`config.mk`:
```
export PLATFORM = sky130hd
export DESIGN_NAME = deque_with_bag_search_core
export DESIGN_NICKNAME = d
export VERILOG_FILES = /design/src/hw/rtl/dqbs_pkg.sv /design/src/hw/rtl/dqbs_ram.sv /design/src/hw/rtl/dqbs_slot.sv /design/src/hw/rtl/deque_with_bag_search_core.sv
export SDC_FILE = /design/constraint.sdc
export NUM_CORES = 1
export LEC_CHECK = 0
export BUFFER_PORTS_ARGS = -buffer_cell sky130_fd_sc_hd__buf_2
export CORE_MARGIN = 3
export CORE_UTILIZATION = 45
export DETAILED_ROUTE_END_ITERATION = 12
export SLEW_MARGIN = 20
export SYNTH_ARGS = -nofsm -noshare
export SYNTH_HDL_FRONTEND = slang
export SYNTH_SLANG_ARGS = --single-unit
```
`constraint.sdc`:
```
create_clock -name clock -period 6.4 [get_ports clock]
set_input_delay 0.96 -clock clock [delete_from_list [all_inputs] [get_ports clock]]
set_output_delay 0.96 -clock clock [all_outputs]
set_load 0.005 [all_outputs]
```
`src/hw/rtl/dqbs_pkg.sv`:
```
package dqbs_pkg;

   // operation codes carried in the mode field
   localparam logic [2:0] MODE_PUSH_FRONT = 3'd0;
   localparam logic [2:0] MODE_PUSH_BACK  = 3'd1;
   localparam logic [2:0] MODE_POP_FRONT  = 3'd2;
   localparam logic [2:0] MODE_POP_BACK   = 3'd3;
   localparam logic [2:0] MODE_CONTAINS   = 3'd4;
   localparam logic [2:0] MODE_REMOVE     = 3'd5;

   // status codes of a result word
   localparam logic [1:0] STATUS_DONE       = 2'd0;
   localparam logic [1:0] STATUS_POP_EMPTY  = 2'd1;
   localparam logic [1:0] STATUS_PUSH_FULL  = 2'd2;

   localparam int unsigned DATA_W  = 32;
   localparam int unsigned COUNT_W = 5;

   typedef struct packed {
      logic [2:0]               mode;
      logic signed [DATA_W-1:0] item_value;
   } req_type;

   typedef struct packed {
      logic [1:0]               status;
      logic                     found;
      logic signed [DATA_W-1:0] front_value;
      logic signed [DATA_W-1:0] back_value;
      logic [COUNT_W-1:0]       entry_count;
      logic                     is_empty;
   } rsp_type;

endpackage

```
`src/hw/rtl/dqbs_ram.sv`:
```
module dqbs_ram #(
   parameter int unsigned WIDTH = 32,
   parameter int unsigned DEPTH = 16
) (
   input  logic                     clock,
   input  logic                     wr_en,
   input  logic [$clog2(DEPTH)-1:0] wr_addr,
   input  logic [WIDTH-1:0]         wr_data,
   input  logic [$clog2(DEPTH)-1:0] rd_addr,
   output logic [WIDTH-1:0]         rd_data
);

   logic [WIDTH-1:0] mem_ff [DEPTH];
   logic [WIDTH-1:0] rd_data_ff;

   // one write port, one registered read port
   always_ff @(posedge clock) begin
      if (wr_en) begin
         mem_ff[wr_addr] <= wr_data;
      end
      rd_data_ff <= mem_ff[rd_addr];
   end

   assign rd_data = rd_data_ff;

endmodule

```
`src/hw/rtl/dqbs_slot.sv`:
```
module dqbs_slot #(
   parameter int unsigned DEPTH = 16
) (
   input  logic [$clog2(DEPTH)-1:0] head,
   input  logic [$clog2(DEPTH)-1:0] offset,
   output logic [$clog2(DEPTH)-1:0] slot
);

   localparam int unsigned IDX_W = $clog2(DEPTH);
   localparam logic [IDX_W:0] WRAP = (IDX_W+1)'(DEPTH);

   logic [IDX_W:0] sum;
   logic [IDX_W:0] wrapped;

   // ring position: (head + offset) mod DEPTH, both operands below DEPTH
   always_comb begin
      sum     = {1'b0, head} + {1'b0, offset};
      wrapped = (sum >= WRAP) ? (sum - WRAP) : sum;
      slot    = wrapped[IDX_W-1:0];
   end

endmodule

```
`src/hw/rtl/deque_with_bag_search_core.sv`:
```
// Bounded double-ended queue with value search, stored in one RAM ring.
// Input channel: drive req_data and raise start; the word is taken at a
// rising edge where start is high and busy is low. busy stays high while the
// operation runs. Modes: push front/back, pop front/back, contains, remove
// first match (later entries slide forward to close the gap).
// Result channel: rsp_data is valid for one cycle with rsp_strobe high, one
// result per input word; the receiver cannot stall and must take it then.
// Steps: after the accept edge an execute step does the push or pop; then
// the front and back entries are fetched in turn, and the result word is
// registered out with the strobe. contains adds a read and a compare step
// per entry scanned; remove scans the same way and, on a match, adds a read
// and a write step per later entry slid forward. A word other than a push
// that finds the store empty, or one that leaves it empty, skips the
// front/back fetch. Every ring access goes through one shared slot adder and
// the single RAM read port, whose read is registered, hence the separate
// read and compare or write steps. busy drops in the strobe cycle, so a new
// word is taken only once the last one is through.
// Reset (synchronous, active high) empties the queue; RAM contents are not
// cleared, only live entries are ever read.
module deque_with_bag_search_core #(
   parameter int unsigned DEPTH = 16
) (
   input  logic              clock,
   input  logic              reset,
   input  logic              start,
   input  dqbs_pkg::req_type req_data,
   output logic              busy,
   output logic              rsp_strobe,
   output dqbs_pkg::rsp_type rsp_data
);

   localparam int unsigned IDX_W = $clog2(DEPTH);
   localparam int unsigned CNT_W = $clog2(DEPTH + 1);
   localparam int unsigned DW    = dqbs_pkg::DATA_W;
   localparam logic [CNT_W-1:0] FULL_CNT = CNT_W'(DEPTH);
   localparam logic [IDX_W-1:0] BACK_STEP = IDX_W'(DEPTH - 1);
   localparam logic [IDX_W-1:0] ONE_STEP = IDX_W'(1);

   typedef enum logic [8:0] {
      ST_IDLE     = 9'b000000001,
      ST_EXEC     = 9'b000000010,
      ST_SCAN_RD  = 9'b000000100,
      ST_SCAN_CMP = 9'b000001000,
      ST_SHIFT_RD = 9'b000010000,
      ST_SHIFT_WR = 9'b000100000,
      ST_FRONT_RD = 9'b001000000,
      ST_BACK_RD  = 9'b010000000,
      ST_RESP     = 9'b100000000
   } state_type;

   state_type           state_ff, state_in;
   logic [2:0]          mode_ff, mode_in;
   logic [DW-1:0]       value_ff, value_in;
   logic [IDX_W-1:0]    head_ff, head_in;
   logic [CNT_W-1:0]    count_ff, count_in;
   logic [CNT_W-1:0]    idx_ff, idx_in;
   logic [1:0]          status_ff, status_in;
   logic                found_ff, found_in;
   logic [DW-1:0]       front_ff, front_in;
   logic                rsp_strobe_ff, rsp_strobe_in;
   dqbs_pkg::rsp_type   rsp_ff, rsp_in;

   logic [IDX_W-1:0]    slot_offset;
   logic [IDX_W-1:0]    slot;
   logic                wr_en;
   logic [DW-1:0]       wr_data;
   logic [DW-1:0]       rd_data;
   logic [CNT_W-1:0]    count_less1;
   logic [CNT_W-1:0]    idx_plus1;
   logic [CNT_W:0]      idx_plus2;
   logic                is_full;
   logic                is_zero;
   logic [CNT_W+4:0]    count_ext;

   assign count_less1 = count_ff - CNT_W'(1);
   assign idx_plus1   = idx_ff + CNT_W'(1);
   assign idx_plus2   = {1'b0, idx_ff} + (CNT_W+1)'(2);
   assign is_full     = (count_ff == FULL_CNT);
   assign is_zero     = (count_ff == '0);
   assign count_ext   = {5'b0, count_ff};

   // offset fed to the shared slot adder, chosen by the sequencer step
   always_comb begin
      case (state_ff)
         ST_EXEC: begin
            case (mode_ff)
               dqbs_pkg::MODE_PUSH_FRONT: slot_offset = BACK_STEP;
               dqbs_pkg::MODE_PUSH_BACK:  slot_offset = count_ff[IDX_W-1:0];
               dqbs_pkg::MODE_POP_FRONT:  slot_offset = ONE_STEP;
               default:                   slot_offset = '0;
            endcase
         end
         ST_SCAN_RD:  slot_offset = idx_ff[IDX_W-1:0];
         ST_SHIFT_RD: slot_offset = idx_plus1[IDX_W-1:0];
         ST_SHIFT_WR: slot_offset = idx_ff[IDX_W-1:0];
         ST_BACK_RD:  slot_offset = count_less1[IDX_W-1:0];
         default:     slot_offset = '0;
      endcase
   end

   dqbs_slot #(
      .DEPTH (DEPTH)
   ) u_slot (
      .head   (head_ff),
      .offset (slot_offset),
      .slot   (slot)
   );

   dqbs_ram #(
      .WIDTH (DW),
      .DEPTH (DEPTH)
   ) u_ram (
      .clock   (clock),
      .wr_en   (wr_en),
      .wr_addr (slot),
      .wr_data (wr_data),
      .rd_addr (slot),
      .rd_data (rd_data)
   );

   // sequencer
   always_comb begin
      state_in      = state_ff;
      mode_in       = mode_ff;
      value_in      = value_ff;
      head_in       = head_ff;
      count_in      = count_ff;
      idx_in        = idx_ff;
      status_in     = status_ff;
      found_in      = found_ff;
      front_in      = front_ff;
      rsp_strobe_in = 1'b0;
      rsp_in        = rsp_ff;
      wr_en         = 1'b0;
      wr_data       = value_ff;

      case (state_ff)
         ST_IDLE: begin
            if (start) begin
               mode_in   = req_data.mode;
               value_in  = req_data.item_value;
               status_in = dqbs_pkg::STATUS_DONE;
               found_in  = 1'b0;
               idx_in    = '0;
               state_in  = ST_EXEC;
            end
         end

         ST_EXEC: begin
            state_in = is_zero ? ST_RESP : ST_FRONT_RD;
            case (mode_ff)
               dqbs_pkg::MODE_PUSH_FRONT: begin
                  if (is_full) begin
                     status_in = dqbs_pkg::STATUS_PUSH_FULL;
                  end else begin
                     wr_en    = 1'b1;
                     head_in  = slot;
                     count_in = count_ff + CNT_W'(1);
                     state_in = ST_FRONT_RD;
                  end
               end
               dqbs_pkg::MODE_PUSH_BACK: begin
                  if (is_full) begin
                     status_in = dqbs_pkg::STATUS_PUSH_FULL;
                  end else begin
                     wr_en    = 1'b1;
                     count_in = count_ff + CNT_W'(1);
                     state_in = ST_FRONT_RD;
                  end
               end
               dqbs_pkg::MODE_POP_FRONT: begin
                  if (is_zero) begin
                     status_in = dqbs_pkg::STATUS_POP_EMPTY;
                  end else begin
                     head_in  = slot;
                     count_in = count_less1;
                     state_in = (count_less1 == '0) ? ST_RESP : ST_FRONT_RD;
                  end
               end
               dqbs_pkg::MODE_POP_BACK: begin
                  if (is_zero) begin
                     status_in = dqbs_pkg::STATUS_POP_EMPTY;
                  end else begin
                     count_in = count_less1;
                     state_in = (count_less1 == '0) ? ST_RESP : ST_FRONT_RD;
                  end
               end
               dqbs_pkg::MODE_CONTAINS, dqbs_pkg::MODE_REMOVE: begin
                  if (!is_zero) begin
                     state_in = ST_SCAN_RD;
                  end
               end
               default: begin
               end
            endcase
         end

         // read entry idx, compare it next cycle
         ST_SCAN_RD: begin
            state_in = ST_SCAN_CMP;
         end

         ST_SCAN_CMP: begin
            if (rd_data == value_ff) begin
               found_in = 1'b1;
               if (mode_ff == dqbs_pkg::MODE_REMOVE) begin
                  if (idx_plus1 < count_ff) begin
                     state_in = ST_SHIFT_RD;
                  end else begin
                     count_in = count_less1;
                     state_in = (count_less1 == '0) ? ST_RESP : ST_FRONT_RD;
                  end
               end else begin
                  state_in = ST_FRONT_RD;
               end
            end else if (idx_plus1 == count_ff) begin
               state_in = ST_FRONT_RD;
            end else begin
               idx_in   = idx_plus1;
               state_in = ST_SCAN_RD;
            end
         end

         // slide entry idx+1 down into idx
         ST_SHIFT_RD: begin
            state_in = ST_SHIFT_WR;
         end

         ST_SHIFT_WR: begin
            wr_en   = 1'b1;
            wr_data = rd_data;
            idx_in  = idx_plus1;
            if (idx_plus2 < {1'b0, count_ff}) begin
               state_in = ST_SHIFT_RD;
            end else begin
               count_in = count_less1;
               state_in = ST_FRONT_RD;
            end
         end

         // fetch front, then back, then report
         ST_FRONT_RD: begin
            state_in = ST_BACK_RD;
         end

         ST_BACK_RD: begin
            front_in = rd_data;
            state_in = ST_RESP;
         end

         ST_RESP: begin
            rsp_strobe_in        = 1'b1;
            rsp_in.status        = status_ff;
            rsp_in.found         = found_ff;
            rsp_in.front_value   = is_zero ? '0 : front_ff;
            rsp_in.back_value    = is_zero ? '0 : rd_data;
            rsp_in.entry_count   = count_ext[4:0];
            rsp_in.is_empty      = is_zero;
            state_in             = ST_IDLE;
         end

         default: begin
            state_in = ST_IDLE;
         end
      endcase
   end

   // control state
   always_ff @(posedge clock) begin
      if (reset) begin
         state_ff      <= ST_IDLE;
         head_ff       <= '0;
         count_ff      <= '0;
         rsp_strobe_ff <= 1'b0;
      end else begin
         state_ff      <= state_in;
         head_ff       <= head_in;
         count_ff      <= count_in;
         rsp_strobe_ff <= rsp_strobe_in;
      end
   end

   // operation payload and result word
   always_ff @(posedge clock) begin
      mode_ff   <= mode_in;
      value_ff  <= value_in;
      idx_ff    <= idx_in;
      status_ff <= status_in;
      found_ff  <= found_in;
      front_ff  <= front_in;
      rsp_ff    <= rsp_in;
   end

   assign busy       = (state_ff != ST_IDLE);
   assign rsp_strobe = rsp_strobe_ff;
   assign rsp_data   = rsp_ff;

endmodule

```
Word level (Yosys, flattened, before mapping) --
Memory sizes are Yosys's and may differ from the RTL's. A register that Yosys moved wholly into a read port is not among the register bits. Index checks and enable logic that the tools add are counted.
Operators by class: reduce and logical (&&, ||, !) cells 18, muxes and demuxes 46, equality and inequality tests 32, add/subtract/negate cells 6, magnitude comparators 3
Operators by type and width (number):
- 9-bit 2-to-1 mux | 9
- 9-bit one-hot mux with 8 select lines | 1
- 5-bit 2-to-1 mux | 9
- 32-bit == test | 1
- 32-bit 2-to-1 mux | 1
- 5-bit one-hot mux with 3 select lines | 2
- 9-bit one-hot mux with 3 select lines | 1
- 2-bit inequality test (second input constant) | 9
- 4-bit one-hot mux with 4 select lines | 1
- 3-bit inequality test (second input constant) | 5
- 7-bit 2-to-1 mux | 2
- 4-bit 2-to-1 mux | 3
- 4-bit one-hot mux with 3 select lines | 1
- 5-bit by 1-bit adder with 5-bit output (second input constant) | 2
- 5-bit logical NOT | 2
- 5-bit one-hot mux with 2 select lines | 1
- 9-bit by 1-bit == test with 1-bit output (second input constant) | 1
- 9-bit by 2-bit == test with 1-bit output (second input constant) | 1
- 9-bit by 3-bit == test with 1-bit output (second input constant) | 1
- 9-bit by 4-bit == test with 1-bit output (second input constant) | 1
- 9-bit by 5-bit == test with 1-bit output (second input constant) | 1
- 9-bit by 6-bit == test with 1-bit output (second input constant) | 1
- 9-bit by 7-bit == test with 1-bit output (second input constant) | 1
- 9-bit by 8-bit == test with 1-bit output (second input constant) | 1
- 28 further kinds | 47
Storage, ports and cells: memories kept 1, memory bits (writable) 512, output and inout port bits 75, bits in registers 167
Memories:
- u_ram.mem_ff | depth 16, bits a word 32, read ports 1, clocked after Yosys merged registers in 1, write ports 1, line dqbs_ram.sv:13 | logic [WIDTH-1:0] mem_ff [DEPTH];

Logic depth before layout (Yosys ltp) --
depth in word-level cells 8, mapped depth 13, gate-level depth less buffers 11

Cells and area by module --
A second synthesis with hierarchy kept.
Second synthesis, totals: cell total of the unflattened synthesis 1447, area total of the unflattened synthesis 27251.1 um^2
Modules (own cells, without submodules):
- dqbs_ram | area an instance 19835.3 um^2, cells each 838, times used 1
- deque_with_bag_search_core | area an instance 7300.8 um^2, cells each 596, times used 1
- dqbs_slot | area an instance 115.1 um^2, cells each 13, times used 1

Worst setup path after synthesis --
Ideal clock, no wire load.
kind reg-to-reg, start point register state_ff[3], end point memory u_ram.mem_ff[13][0] (enable), setup time 502 ps, cell stages (with the launch flop) 12, path slack -709 ps, data arrival time 6607 ps, path buffers 4, cells stage by stage dfxtp_1 > clkbuf_1 > nor4_4 > nand4b_1 > inv_1 > a221o_1 > ha_1 > fa_1 > clkbuf_1 > clkbuf_1 > clkbuf_1 > nor4_1
On the way: word-level cells in the longest chain between the ends 6, elaborated cells between the ends (all ways) 14, classes of those cells 2 x add/sub; 1 x order compare; 5 x eq/ne; 5 x mux; 1 x reduce/logical
RTL lines:
- from (decl) | line deque_with_bag_search_core.sv:51 | state_type state_ff, state_in;
- from (signal assigned) | line deque_with_bag_search_core.sv:276 | state_ff <= state_in;
- 9-bit by 6-bit == test with 1-bit output or 9-bit by 3-bit == test with 1-bit output (tied branches) | line deque_with_bag_search_core.sv:84 | case (state_ff)
- 2-bit OR reduction (no line)
- 4-bit one-hot mux with 4 select lines (*) | line deque_with_bag_search_core.sv:84
- 4-bit by 4-bit adder with 5-bit output (*) | line dqbs_slot.sv:17 | sum = {1'b0, head} + {1'b0, offset};
- 4-bit by 1-bit subtractor with 4-bit output or 5-bit >= comparator (tied branches) | line dqbs_slot.sv:18 | wrapped = (sum >= WRAP) ? (sum - WRAP) : sum;
- 4-bit 2-to-1 mux (*) | line dqbs_slot.sv:18
- via slot[1] | line deque_with_bag_search_core.sv:64 | logic [IDX_W-1:0] slot;
- to (decl) | line dqbs_ram.sv:13
Mark *: on every way through the listed nets, which the timed path passes. The rest lies on a longest branch.

Worst setup path after layout --
start point register state_ff[2], end point memory u_ram.mem_ff[15][29] (enable)
The elaborated chain is that of the path after synthesis.

==> metrics.cfg <==
[final_layout]
multi_input_area_um2=6770
area_growth_pct=15.3
nets=1614
utilization=0.528
stdcell_area_um2=32000
final_cells=2402
regArea_um2=20800
layout-drive-gt1-share=0.282
fill_cells=4719

[power_and_ir_drop]
power_mw=9.79
p_seq_frac=0.529
switching_share=0.203
p_int_mw=7.81
power.clock.fraction=0.441
p_per_area_nw_per_um2=306
switching_power_mw=1.98
combPwrFrac=0.030
p_leak_nw=10.4
ir_drop_mv=0.190

[yosys]
yosysMostFrequentCell=edfxtp_1
syn-cell-area_um2=27800
synthTopCellsByCount=edfxtp_1 (660), mux4_2 (128), mux2i_1 (99)
async_flop_share=0
yosys.area.top_type=edfxtp_1
syn-num-nets=1448
synth_mux_area_frac=0.154
synth_cell_type_count=62
yosysSeqAreaShare=0.750
ys_ff_latch=711
synth-edff-count=660
synthFlopType=edfxtp_1
synthSimpleGateAreaFrac=0.0439
synth_compound_area_frac=0.0150
synth_cells=1391
synth_fa_ha_area_frac=0.00882
synth-xor-area-share=0.0161
avgSynthCellArea_um2=20.0
synth_top_area_frac=0.713
synth_warnings=0
synthTopCellsByArea=edfxtp_1 (71%), mux4_2 (10%), dfxtp_1 (3.7%), mux2i_1 (3.6%), nor2b_1 (1.6%)
synth_top_family_by_area=multiplexers

[grt]
grt_pass1_vias=13821
grt_pass1_wl_mm=92.1
grt_max_degree=97
antenna_found_initial=2
grtUsageTotal=0.196
grt-ovfl-total=0

[drt]
via_per_inst=5.67
dr.pass1.iters=5
vias=13618
final_antenna_net_count=0
drtIter0Drc=1087
drt_wl_total_mm=62.5
drc=0
wl_per_cell_um=26.0

[floorplan]
dieHeight_um=255
initial_core_util=0.458
core_um2=60700
row_count=90
io_pins=113
dieArea_um2=64800
die_width_um=255

[critical_path]
crit_end=u_ram.mem_ff[15][29]$_DFFE_PP_
slowest_stage=fa_4
critical_path_buf_inv_count=2
path_cells=nor4_4 -> nand4b_1 -> inv_1 -> a221o_1 -> ha_4 -> fa_4 -> nand2_1 -> nor3_2 -> buf_12
slowest_delay_ns=1.30
rr_endpoint=u_ram.mem_ff[15][29]$_DFFE_PP_
critPathTopFamily=simple AND/OR/NAND/NOR gates
crit_arrival_ns=5.20
path_class=reg2reg
crit_path_start=state_ff[2]$_SDFFE_PP0P_
r2r-start=state_ff[2]$_SDFFE_PP0P_
worstPathMaxFanout=44
critPathLaunchType=register
rrSetupSlack_ns=1.49
cp.depth=9
reg2reg_depth=9
crit_required_ns=6.69
critPathCaptureType=register

[sta]
finalClockSkew_ns=0.0207
rsz0062_at_grt=no
worst_slew_pin_slew_ns=0.982
finalHoldViolations=0
finalSetupViolCount=0
post-route-min-period_ns=4.91
slew_headroom=0.340
fmax_mhz=204
drv_slew=0
hold_ws_ns=0.440
min_period_over_period=0.767

[cts]
cts_setup_buffers=0
htree_levels=3
cts-buffers-inserted=74
cts_tree=yes
root_buffer=clkbuf_16
clock_sinks=711
clk_path_buf_depth=3
cts_resized=0
clk_pin_slew_worst_paths_ns=0.06
cts_hold_buf=0
clock_latency_ns=0.61

[placement]
gp_congestion=0.862
place_hpwl_mm=38.9
dp_cells=2263
port_buffers=112
placed_area_um2=29500

[run]
drv_cap=0

[run_status]
status=completed

[worst_hold_path]
hold_class=reg2reg

area by class of cell:
cell class,count,area share
diodes,2,0.000156
clock buffers,98,0.0636
clock inverters,39,0.0133
inverters,17,0.00203
multi-input cells,598,0.211
flip-flops and latches,711,0.651
well taps,782,0.0305
repair buffers,155,0.0284
metrics by stage:
step	worst slack, ns	TNS (ns)
after global placement	1.55	0
after detailed placement	1.51	0
after floorplan	-0.709	-191.07
final	1.49	0
after global routing	1.21	0
after CTS	1.47	0
power groups by stage:
stage               Clock (mW)  Sequential (mW)  Combinational, mW
floorplan                    0             5.25              0.193
global placement             0             5.28              0.286
detailed placement           0             5.28              0.296
CTS                       4.42             5.18              0.297
global route              4.61             5.18              0.323
finish                    4.32             5.18              0.291
sequential cells by signal (all words and copies together), names as in the netlist:
| name | count |
|---|---|
| status_ff | 2 |
| u_ram.rd_data | 32 |
| idx_ff | 5 |
| rsp_strobe | 1 |
| mode_ff | 3 |
| u_ram.mem_ff | 512 |
| head_ff | 4 |
| found_ff | 1 |
| value_ff | 32 |
| state_ff | 9 |
| front_ff | 32 |
| count_ff | 5 |
| rsp_data | 73 |
per-layer routing:
layer,GRT usage,share of wire,vias up
li1,-,-,5960
met1,0.277,0.44,7127
met2,0.311,0.47,432
met3,0.0353,0.057,99
met4,0.0680,0.028,0
met5,0,0,-
cell usage in the layout (no fill, tap or decap), drive strengths merged, types with 3 or more instances in the layout:
cell,n
edfxtp,660
buf,155
mux4,128
mux2i,99
clkbuf,98
nor2b,72
dfxtp,51
xor2,39
mux2,35
nor2,35
clkinv,28
nor4,24
nand2,20
inv,19
ha,18
nor3,14
o21ai,13
a21oi,12
nand3,11
xnor2,10
bufinv,8
or4,6
nand2b,5
a31oi,5
nand4,4
and2,3
and4,3
o31ai,3
nand4b,3
a211o,3
cells by family after synthesis:
kind of cell             after synthesis
adder cells (fa/ha/maj)               19
AND/OR/NAND/NOR                      209
multiplexers                         262
flip-flops                           711
XOR/XNOR                              49
buffers and inverters                 82
AO/OA/AOI/OAI                         59
worst min-delay path by stage:
stage	slack [ns]	cells past startpoint	endpoint	from
global route	0.44	0	rsp_data[72]$_DFFE_PP_	status_ff[1]$_SDFFCE_PN0P_
CTS	0.44	0	rsp_data[72]$_DFFE_PP_	status_ff[1]$_SDFFCE_PN0P_
finish	0.44	0	rsp_data[71]$_DFFE_PP_	status_ff[0]$_SDFFCE_PN0P_
detailed placement	0.42	0	rsp_data[70]$_DFFE_PP_	found_ff$_DFFE_PP_
global placement	0.42	0	rsp_data[72]$_DFFE_PP_	status_ff[1]$_SDFFCE_PN0P_
floorplan	0.40	0	rsp_data[70]$_DFFE_PP_	found_ff$_DFFE_PP_
worst reg2reg max path, cell delays in order, from the launching register on:
cell      delay (ns)
dfxtp_1         0.62
nor4_4          0.12
nand4b_1        0.28
inv_1           0.10
a221o_1         0.40
ha_4            0.18
fa_4            1.30
nand2_1         0.40
nor3_2          0.88
buf_12          0.30
(Power assumes the default switching activity.)
